$ cat config.mk
export PLATFORM = sky130hd
export DESIGN_NAME = distance_vector_route_table
export DESIGN_NICKNAME = d
export VERILOG_FILES = /design/src/rtl/drt_pkg.sv /design/src/rtl/drt_datapath.sv /design/src/rtl/drt_ctrl.sv /design/src/rtl/distance_vector_route_table.sv
export SDC_FILE = /design/constraint.sdc
export NUM_CORES = 1
export LEC_CHECK = 0
export BUFFER_PORTS_ARGS = -buffer_cell sky130_fd_sc_hd__buf_2
export CAP_MARGIN = 0
export CORE_UTILIZATION = 55
export DETAILED_ROUTE_END_ITERATION = 12
export PLACE_DENSITY = 0.77
export SYNTH_ARGS = -nofsm -noshare
export SYNTH_HDL_FRONTEND = slang
export SYNTH_HIERARCHICAL = 1
export SYNTH_SLANG_ARGS = --single-unit
$ cat constraint.sdc
create_clock -name aclk -period 14.08 [get_ports aclk]
set_clock_uncertainty 0.2 [all_clocks]
set_input_delay 0.704 -clock aclk [delete_from_list [all_inputs] [get_ports aclk]]
set_output_delay 0.704 -clock aclk [all_outputs]
set_load 0.02 [all_outputs]
$ cat src/rtl/drt_pkg.sv
// ----------------------------------------------------------------------------
// drt_pkg: shared types and constants of the distance-vector route table
// Table geometry, field widths, operation and status codes, and the
// command/status bundles between controller and datapath.
// ----------------------------------------------------------------------------
package drt_pkg;

    localparam int ENTRIES  = 16;
    localparam int IDX_W    = (ENTRIES > 1) ? $clog2(ENTRIES) : 1;
    localparam int IN_IDX_W = 4;
    localparam int ID_W     = 8;
    localparam int DIST_W   = 16;

    localparam logic [DIST_W-1:0] DIST_INF        = {DIST_W{1'b1}};
    localparam logic [DIST_W-1:0] DIST_MAX_FINITE = DIST_INF - DIST_W'(1);

    typedef enum logic [1:0] {
        OP_OFFER  = 2'd0,
        OP_ADVERT = 2'd1,
        OP_FAIL   = 2'd2,
        OP_READ   = 2'd3
    } op_t;

    typedef enum logic [2:0] {
        ST_INSERTED    = 3'd0,
        ST_IMPROVED    = 3'd1,
        ST_KEPT        = 3'd2,
        ST_FULL        = 3'd3,
        ST_IGNORED     = 3'd4,
        ST_INVALIDATED = 3'd5,
        ST_READ        = 3'd6
    } status_t;

    // controller to datapath
    typedef struct packed {
        logic             load;         // capture the input transaction
        logic             scan_en;      // search pass over slot idx
        logic             decide;       // resolve the operation, update the table
        logic             inval_en;     // invalidation pass over slot idx
        logic             result_load;  // move the result into the output register
        logic [IDX_W-1:0] idx;
    } drt_cmd_t;

    // datapath to controller
    typedef struct packed {
        logic dest_found;
    } drt_stat_t;

endpackage

$ cat src/rtl/drt_datapath.sv
// ----------------------------------------------------------------------------
// drt_datapath: route table storage, search logic and result registers
// Holds the slot table in flip-flops with a single read port, captures the
// search results of one pass, applies inserts, improvements and
// invalidations, and keeps the output register.
// ----------------------------------------------------------------------------
module drt_datapath import drt_pkg::*; (
    input  logic                aclk,
    input  logic                aresetn,
    input  drt_cmd_t            cmd,
    output drt_stat_t           stat,
    input  logic [1:0]          s_op,
    input  logic [ID_W-1:0]     s_dest_id,
    input  logic [ID_W-1:0]     s_via_id,
    input  logic [DIST_W-1:0]   s_distance,
    input  logic [IN_IDX_W-1:0] s_entry_index,
    output logic [2:0]          m_status,
    output logic                m_entry_used,
    output logic [ID_W-1:0]     m_entry_dest,
    output logic [DIST_W-1:0]   m_entry_distance,
    output logic                m_hop_valid,
    output logic [ID_W-1:0]     m_hop_id
);

    logic              slot_used_reg     [ENTRIES];
    logic [ID_W-1:0]   slot_dest_reg     [ENTRIES];
    logic [DIST_W-1:0] slot_distance_reg [ENTRIES];
    logic              slot_hop_valid_reg[ENTRIES];
    logic [ID_W-1:0]   slot_hop_reg      [ENTRIES];

    op_t                 op_reg;
    logic [ID_W-1:0]     dest_id_reg;
    logic [ID_W-1:0]     via_id_reg;
    logic [DIST_W-1:0]   distance_reg;
    logic [IN_IDX_W-1:0] entry_index_reg;

    logic              dfound_reg;
    logic [IDX_W-1:0]  dpos_reg;
    logic [DIST_W-1:0] dpos_dist_reg;
    logic              dpos_hopv_reg;
    logic [ID_W-1:0]   dpos_hop_reg;
    logic              vfound_reg;
    logic [DIST_W-1:0] vdist_reg;
    logic              ffound_reg;
    logic [IDX_W-1:0]  fpos_reg;

    logic [2:0]        res_status_reg;
    logic              res_used_reg;
    logic [ID_W-1:0]   res_dest_reg;
    logic [DIST_W-1:0] res_dist_reg;
    logic              res_hopv_reg;
    logic [ID_W-1:0]   res_hop_reg;

    logic [IDX_W-1:0]  rd_addr;
    logic              in_range;
    logic              rd_used;
    logic [ID_W-1:0]   rd_dest;
    logic [DIST_W-1:0] rd_dist;
    logic              rd_hopv;
    logic [ID_W-1:0]   rd_hop;
    logic              hit_dest;
    logic              hit_via;
    logic              hit_hop;

    logic [DIST_W:0]   sum;
    logic [DIST_W-1:0] off_dist;
    logic              adv_ignore;
    logic              ins_en;
    logic              imp_en;
    status_t           dec_status;
    logic              dec_used;
    logic [ID_W-1:0]   dec_dest;
    logic [DIST_W-1:0] dec_dist;
    logic              dec_hopv;
    logic [ID_W-1:0]   dec_hop;

    // single read port: search counter, or the requested slot on a read
    assign in_range = (int'(entry_index_reg) < ENTRIES);
    assign rd_addr  = (op_reg == OP_READ) ? IDX_W'(entry_index_reg) : cmd.idx;
    assign rd_used  = slot_used_reg[rd_addr];
    assign rd_dest  = slot_dest_reg[rd_addr];
    assign rd_dist  = slot_distance_reg[rd_addr];
    assign rd_hopv  = slot_hop_valid_reg[rd_addr];
    assign rd_hop   = slot_hop_reg[rd_addr];

    assign hit_dest = rd_used && (rd_dest == dest_id_reg);
    assign hit_via  = rd_used && (rd_dest == via_id_reg);
    assign hit_hop  = rd_hopv && (rd_hop == dest_id_reg);

    assign stat.dest_found = dfound_reg;

    always_comb begin
        sum      = {1'b0, distance_reg} + {1'b0, vdist_reg};
        off_dist = distance_reg;
        if (op_reg == OP_ADVERT) begin
            off_dist = (sum >= {1'b0, DIST_INF}) ? DIST_MAX_FINITE : sum[DIST_W-1:0];
        end
        adv_ignore = (op_reg == OP_ADVERT) &&
                     ((distance_reg == DIST_INF) || !vfound_reg || (vdist_reg == DIST_INF));
        ins_en     = 1'b0;
        imp_en     = 1'b0;
        dec_status = ST_IGNORED;
        dec_used   = 1'b0;
        dec_dest   = '0;
        dec_dist   = '0;
        dec_hopv   = 1'b0;
        dec_hop    = '0;
        unique case (op_reg) inside
            OP_OFFER, OP_ADVERT: begin
                if (adv_ignore) begin
                    dec_status = ST_IGNORED;
                end else if (!dfound_reg) begin
                    if (ffound_reg) begin
                        ins_en     = 1'b1;
                        dec_status = ST_INSERTED;
                    end else begin
                        dec_status = ST_FULL;
                    end
                end else if (dpos_dist_reg > off_dist) begin
                    imp_en     = 1'b1;
                    dec_status = ST_IMPROVED;
                end else begin
                    dec_status = ST_KEPT;
                end
            end
            OP_FAIL: begin
                if (dfound_reg) begin
                    dec_status = ST_INVALIDATED;
                    dec_hopv   = dpos_hopv_reg;
                    dec_hop    = dpos_hop_reg;
                end
            end
            OP_READ: begin
                dec_status = ST_READ;
                if (in_range) begin
                    dec_used = rd_used;
                    dec_dest = rd_dest;
                    dec_dist = rd_dist;
                    dec_hopv = rd_hopv;
                    dec_hop  = rd_hop;
                end else begin
                    dec_dist = DIST_INF;
                end
            end
            default: begin
                dec_status = ST_IGNORED;
            end
        endcase
    end

    // route table
    always_ff @(posedge aclk) begin
        if (!aresetn) begin
            for (int i = 0; i < ENTRIES; i++) begin
                slot_used_reg[i]      <= 1'b0;
                slot_dest_reg[i]      <= '0;
                slot_distance_reg[i]  <= DIST_INF;
                slot_hop_valid_reg[i] <= 1'b0;
                slot_hop_reg[i]       <= '0;
            end
        end else begin
            if (cmd.decide && ins_en) begin
                slot_used_reg[fpos_reg]      <= 1'b1;
                slot_dest_reg[fpos_reg]      <= dest_id_reg;
                slot_distance_reg[fpos_reg]  <= off_dist;
                slot_hop_valid_reg[fpos_reg] <= 1'b1;
                slot_hop_reg[fpos_reg]       <= via_id_reg;
            end
            if (cmd.decide && imp_en) begin
                slot_distance_reg[dpos_reg]  <= off_dist;
                slot_hop_valid_reg[dpos_reg] <= 1'b1;
                slot_hop_reg[dpos_reg]       <= via_id_reg;
            end
            if (cmd.inval_en && (hit_dest || hit_hop)) begin
                slot_distance_reg[rd_addr]  <= DIST_INF;
                slot_hop_valid_reg[rd_addr] <= 1'b0;
                slot_hop_reg[rd_addr]       <= '0;
            end
        end
    end

    // transaction capture
    always_ff @(posedge aclk) begin
        if (!aresetn) begin
            op_reg <= OP_READ;
        end else if (cmd.load) begin
            op_reg <= op_t'(s_op);
        end
    end

    always_ff @(posedge aclk) begin
        if (cmd.load) begin
            dest_id_reg     <= s_dest_id;
            via_id_reg      <= s_via_id;
            distance_reg    <= s_distance;
            entry_index_reg <= s_entry_index;
        end
    end

    // first-hit search results
    always_ff @(posedge aclk) begin
        if (!aresetn) begin
            dfound_reg <= 1'b0;
            vfound_reg <= 1'b0;
            ffound_reg <= 1'b0;
        end else if (cmd.load) begin
            dfound_reg <= 1'b0;
            vfound_reg <= 1'b0;
            ffound_reg <= 1'b0;
        end else if (cmd.scan_en) begin
            if (hit_dest && !dfound_reg) begin
                dfound_reg <= 1'b1;
            end
            if (hit_via && !vfound_reg) begin
                vfound_reg <= 1'b1;
            end
            if (!rd_used && !ffound_reg) begin
                ffound_reg <= 1'b1;
            end
        end
    end

    always_ff @(posedge aclk) begin
        if (cmd.scan_en) begin
            if (hit_dest && !dfound_reg) begin
                dpos_reg      <= rd_addr;
                dpos_dist_reg <= rd_dist;
                dpos_hopv_reg <= rd_hopv;
                dpos_hop_reg  <= rd_hop;
            end
            if (hit_via && !vfound_reg) begin
                vdist_reg <= rd_dist;
            end
            if (!rd_used && !ffound_reg) begin
                fpos_reg <= rd_addr;
            end
        end
    end

    // pending result, then output register
    always_ff @(posedge aclk) begin
        if (cmd.decide) begin
            res_status_reg <= dec_status;
            res_used_reg   <= dec_used;
            res_dest_reg   <= dec_dest;
            res_dist_reg   <= dec_dist;
            res_hopv_reg   <= dec_hopv;
            res_hop_reg    <= dec_hop;
        end
        if (cmd.result_load) begin
            m_status         <= res_status_reg;
            m_entry_used     <= res_used_reg;
            m_entry_dest     <= res_dest_reg;
            m_entry_distance <= res_dist_reg;
            m_hop_valid      <= res_hopv_reg;
            m_hop_id         <= res_hop_reg;
        end
    end

endmodule

$ cat src/rtl/drt_ctrl.sv
// ----------------------------------------------------------------------------
// drt_ctrl: operation sequencer of the route table
// Steps the slot counter through the search and invalidation passes, issues
// datapath commands and runs both channel handshakes.
// ----------------------------------------------------------------------------
module drt_ctrl import drt_pkg::*; (
    input  logic       aclk,
    input  logic       aresetn,
    input  logic       s_valid,
    output logic       s_ready,
    input  logic [1:0] s_op,
    output logic       m_valid,
    input  logic       m_ready,
    output drt_cmd_t   cmd,
    input  drt_stat_t  stat
);

    typedef enum logic [2:0] {
        S_IDLE,
        S_SCAN,
        S_DECIDE,
        S_CLEAR,
        S_RESULT
    } state_t;

    localparam logic [IDX_W-1:0] LAST_IDX = IDX_W'(ENTRIES - 1);

    state_t           state_reg;
    logic [IDX_W-1:0] cnt_reg;
    logic             fail_reg;
    logic             m_valid_reg;
    logic             out_free;

    assign s_ready  = (state_reg == S_IDLE);
    assign m_valid  = m_valid_reg;
    assign out_free = !m_valid_reg || m_ready;

    always_comb begin
        cmd             = '0;
        cmd.idx         = cnt_reg;
        cmd.load        = s_valid && s_ready;
        cmd.scan_en     = (state_reg == S_SCAN);
        cmd.decide      = (state_reg == S_DECIDE);
        cmd.inval_en    = (state_reg == S_CLEAR);
        cmd.result_load = (state_reg == S_RESULT) && out_free;
    end

    always_ff @(posedge aclk) begin
        if (!aresetn) begin
            state_reg   <= S_IDLE;
            cnt_reg     <= '0;
            fail_reg    <= 1'b0;
            m_valid_reg <= 1'b0;
        end else begin
            if (cmd.result_load) begin
                m_valid_reg <= 1'b1;
            end else if (m_ready) begin
                m_valid_reg <= 1'b0;
            end
            unique case (state_reg)
                S_IDLE: begin
                    cnt_reg <= '0;
                    if (s_valid) begin
                        fail_reg  <= (op_t'(s_op) == OP_FAIL);
                        state_reg <= (op_t'(s_op) == OP_READ) ? S_DECIDE : S_SCAN;
                    end
                end
                S_SCAN: begin
                    cnt_reg <= cnt_reg + IDX_W'(1);
                    if (cnt_reg == LAST_IDX) begin
                        state_reg <= S_DECIDE;
                    end
                end
                S_DECIDE: begin
                    cnt_reg <= '0;
                    state_reg <= (fail_reg && stat.dest_found) ? S_CLEAR : S_RESULT;
                end
                S_CLEAR: begin
                    cnt_reg <= cnt_reg + IDX_W'(1);
                    if (cnt_reg == LAST_IDX) begin
                        state_reg <= S_RESULT;
                    end
                end
                S_RESULT: begin
                    if (out_free) begin
                        state_reg <= S_IDLE;
                    end
                end
                default: begin
                    state_reg <= S_IDLE;
                end
            endcase
        end
    end

endmodule

$ cat src/rtl/distance_vector_route_table.sv
// ----------------------------------------------------------------------------
// distance_vector_route_table: distance-vector routing table, top level
// Sixteen-slot table of destination, distance and next hop, updated by direct
// offers, neighbor advertisements and router failures, and read by slot.
// ----------------------------------------------------------------------------
// Usage: every input transaction yields exactly one result transaction, in
// order. The block takes one transaction at a time; s_ready is high only
// while it is idle. Timing is set by the table's single read port, which a
// slot counter walks one slot per cycle. A read goes from the accepting
// idle step straight to the decide and result steps; a direct offer, an
// advertisement or a failure of an unknown router first makes a search
// pass over all slots, and a failure of a known router adds a second pass
// that marks its entry and every route through it unreachable. m_valid
// rises when the result step loads the output register. A finished result
// waits in the output register while m_ready is low; the next transaction is
// accepted meanwhile and holds only at its own result step. Distances are
// 16 bits with all ones meaning unreachable; an advertised sum saturates at
// the largest finite distance.
// ----------------------------------------------------------------------------
module distance_vector_route_table import drt_pkg::*; (
    input  logic                aclk,
    input  logic                aresetn,
    // input channel
    input  logic                s_valid,
    output logic                s_ready,
    input  logic [1:0]          s_op,
    input  logic [ID_W-1:0]     s_dest_id,
    input  logic [ID_W-1:0]     s_via_id,
    input  logic [DIST_W-1:0]   s_distance,
    input  logic [IN_IDX_W-1:0] s_entry_index,
    // result channel
    output logic                m_valid,
    input  logic                m_ready,
    output logic [2:0]          m_status,
    output logic                m_entry_used,
    output logic [ID_W-1:0]     m_entry_dest,
    output logic [DIST_W-1:0]   m_entry_distance,
    output logic                m_hop_valid,
    output logic [ID_W-1:0]     m_hop_id
);

    drt_cmd_t  cmd;
    drt_stat_t stat;

    // Sequencer: accept, search pass (skipped on reads), decide, optional
    // invalidation pass, hand off to the output register.
    drt_ctrl u_ctrl (
        .aclk    (aclk),
        .aresetn (aresetn),
        .s_valid (s_valid),
        .s_ready (s_ready),
        .s_op    (s_op),
        .m_valid (m_valid),
        .m_ready (m_ready),
        .cmd     (cmd),
        .stat    (stat)
    );

    // Table, first-hit search registers, offer arithmetic and result payload.
    drt_datapath u_datapath (
        .aclk             (aclk),
        .aresetn          (aresetn),
        .cmd              (cmd),
        .stat             (stat),
        .s_op             (s_op),
        .s_dest_id        (s_dest_id),
        .s_via_id         (s_via_id),
        .s_distance       (s_distance),
        .s_entry_index    (s_entry_index),
        .m_status         (m_status),
        .m_entry_used     (m_entry_used),
        .m_entry_dest     (m_entry_dest),
        .m_entry_distance (m_entry_distance),
        .m_hop_valid      (m_hop_valid),
        .m_hop_id         (m_hop_id)
    );

endmodule

==> impl_metrics.tcl <==
set metrics [dict create \
    cts_tree "yes" \
    viasPerCell 6.53 \
    synth.most_common_cell "nand2_1" \
    numCtsBuffers 74 \
    ys_ff_latch 717 \
    io_buffers 80 \
    antenna_left 0 \
    rows 90 \
    setup_violations 0 \
    grt_overflow 0 \
    drv_slew 0 \
    clk_path_buf_depth 3 \
    ys_seq_area_frac 0.504 \
    crit_chain "ha_1, a21oi_1, o21ai_0, a211oi_1, a21oi_1, a311oi_2, nand2_1, o22a_1, inv_1, ha_1, nand4_1, nor3_1, o31ai_1, o211ai_1, nand3_1, nor4_2, o21ai_4, o21ai_0, o21ai_0" \
    syn_area_um2 34200 \
    max_freq_mhz 138 \
    diodes 0 \
    post-dp-hpwl_um 57700 \
    postCtsHoldBufs 0 \
    min_from "s_dest_id[5]" \
    grt_antenna_before_repair 2 \
    syn_avg_cell_area_um2 9.28 \
    cpMaxStageDelayCell "nor4_2" \
    reg2reg_slack_ns 6.81 \
    crit_family "compound AO/OA/AOI/OAI gates" \
    clk-insertion-delay-late_ns 0.62 \
    dr_wl_met2_um 44400 \
    dr.pass1.iters 7 \
    ys_warn_count 6 \
    p_leak_uw 0.0140 \
    powerDensity_nw_per_um2 137 \
    yosysTopAreaCell "edfxtp_1" \
    dieHeight_um 251 \
    drc 0 \
    fp.dieArea_um2 63100 \
    start_kind "register" \
    largest_reg_flops 256 \
    track_usage 0.314 \
    root_buffer "clkbuf_16" \
    postCtsSetupRepairBufs 0 \
    cp-end-kind "register" \
    relSlewSlack 0.168 \
    synth_cell_types 78 \
    vdd_drop_max_v 0.0000846 \
    worst_pin_slew_ns 1.24 \
    holdPathStages 1 \
    synthTopCellsByCount "nand2_1, dfxtp_1, o21ai_0" \
    wl_met3_um 12200 \
    critical_path_class "reg2reg" \
    crit_arrival_ns 7.50 \
    worstPathRequired_ns 14.31 \
    final_net_count 3626 \
    reg2reg_from "u_datapath/distance_reg[7]" \
    postCtsResizedCells 0 \
    top_layer "met4" \
    layout.cells.non_filler 4390 \
    async_reset_ff_frac 0 \
    drt_wl_total_um 101000 \
    htreeDepth 3 \
    outcome "completed" \
    core_um2 60800 \
    drive_above_1_share 0.0948 \
    drt-met1-wl_um 40500 \
    drv_cap 0 \
    place_congestion 0.940 \
    critPathMaxFanout 41 \
    syn2layout_area_growth_pct 9.46 \
    reg2regPathDepth 19 \
    syn_nets 3756 \
    min_period_ns 7.27 \
    setup_tns_ns 0 \
    holdPathEnd "u_datapath/dest_id_reg[5]" \
    synth_top_area_frac 0.252 \
    cp_common_cell "o21ai_0" \
    rsz0062_at_grt "false" \
    grt_pass1_wl_um 155000 \
    synth_edf_count 287 \
    path_buf_inv 1 \
    clk_pin_slew_ns 0.06 \
    grt_max_degree 137 \
    placed_cells 4256 \
    post_drt_wl_per_cell_um 23.0 \
    synth_cells 3680 \
    ios 81 \
    hold_viol 0 \
    clock-sinks 717 \
    initial_utilization 0.562 \
    slowest_delay_ns 1.09 \
    grt_pass1_vias 26400 \
    drt_iter0_drc 4092 \
    fp.dieW_um 251 \
    synthTopCellsByArea "edfxtp_1, dfxtp_1, nand2_1, o21ai_0, nand3b_1" \
    min_period_over_period 0.516 \
    worstReg2RegEnd "u_datapath/slot_distance_reg[4][9]" \
    hold_path_class "in2reg" \
    ys.flop_type "dfxtp_1" \
    vias 28700 \
]
==> metal layers <==
metal,GRT usage,vias up
li1,-,13000
met1,0.436,13700
met2,0.473,1713
met3,0.0677,245
met4,0.134,0
met5,0,-
==> cell usage in the layout, fill, tap and decap left out, types with 79 or more instances in the layout <==
master,n
nand3b_1,227
nand3_1,198
a2bb2oi_1,128
dfxtp_1,430
o21ai_1,101
buf_2,79
nand2_1,547
nor2_1,146
and2_1,99
edfxtp_1,287
o21ai_0,379
a21oi_1,82
==> power breakdown <==
group	total, µW	switching, µW	internal, µW	leakage [µW]
logic	847	599	248	0.00658
clock network	2010	826	1180	0.00121
registers	2270	40.0	2230	0.00626
total	5120	1460	3660	0.0140
==> layout make-up <==
| type | instances | area [µm²] |
|---|---|---|
| Tap cell | 782 | 978 |
| Inverter | 48 | 188 |
| Clock buffer | 98 | 2070 |
| Clock inverter | 36 | 402 |
| Multi-Input combinational cell | 2564 | 15600 |
| Sequential cell | 717 | 17200 |
| Fill cell | 4978 | 23400 |
| Timing Repair Buffer | 145 | 923 |
==> worst max path at each step <==
stage | end | slack (ns) | start | cells past startpoint
after CTS | u_datapath/slot_distance_reg[4][9] | 6.97 | u_datapath/distance_reg[7] | 19
after detailed placement | u_datapath/slot_hop_reg[1][6] | 7.04 | u_datapath/distance_reg[7] | 20
after global placement | u_datapath/slot_hop_reg[1][4] | 7.14 | u_datapath/distance_reg[0] | 22
after floorplan | u_datapath/slot_distance_reg[2][10] | 8.37 | u_datapath/distance_reg[0] | 25
after global routing | u_datapath/slot_hop_reg[1][4] | 6.36 | u_datapath/distance_reg[7] | 20
final | u_datapath/slot_distance_reg[4][9] | 6.81 | u_datapath/distance_reg[7] | 19
==> through the flow <==
step	instance area, µm²	util	setup WS (ns)	hold slack [ns]	total power, µW
floorplan	34200	-	8.37	0.200	2850
global placement	34900	0.574	7.14	0.203	3120
detailed placement	34900	0.574	7.04	0.205	3130
CTS	37400	0.615	6.97	0.0379	5120
global route	37400	0.615	6.36	0.0516	5270
finish	37400	0.615	6.81	0.0596	5120
==> cells by family (layout without fill, tap and decap cells) <==
family          after synthesis  count (layout)  synth area share
compound gates              958             958             0.176
xor+xnor                     26              26           0.00667
fa+ha+maj                    34              34            0.0127
buf+inv                     399             327            0.0465
flops                       717             717             0.504
mux                          90              90            0.0333
simple gates               1456            1456             0.221
No activity file was read; power rests on OpenSTA's default activity.
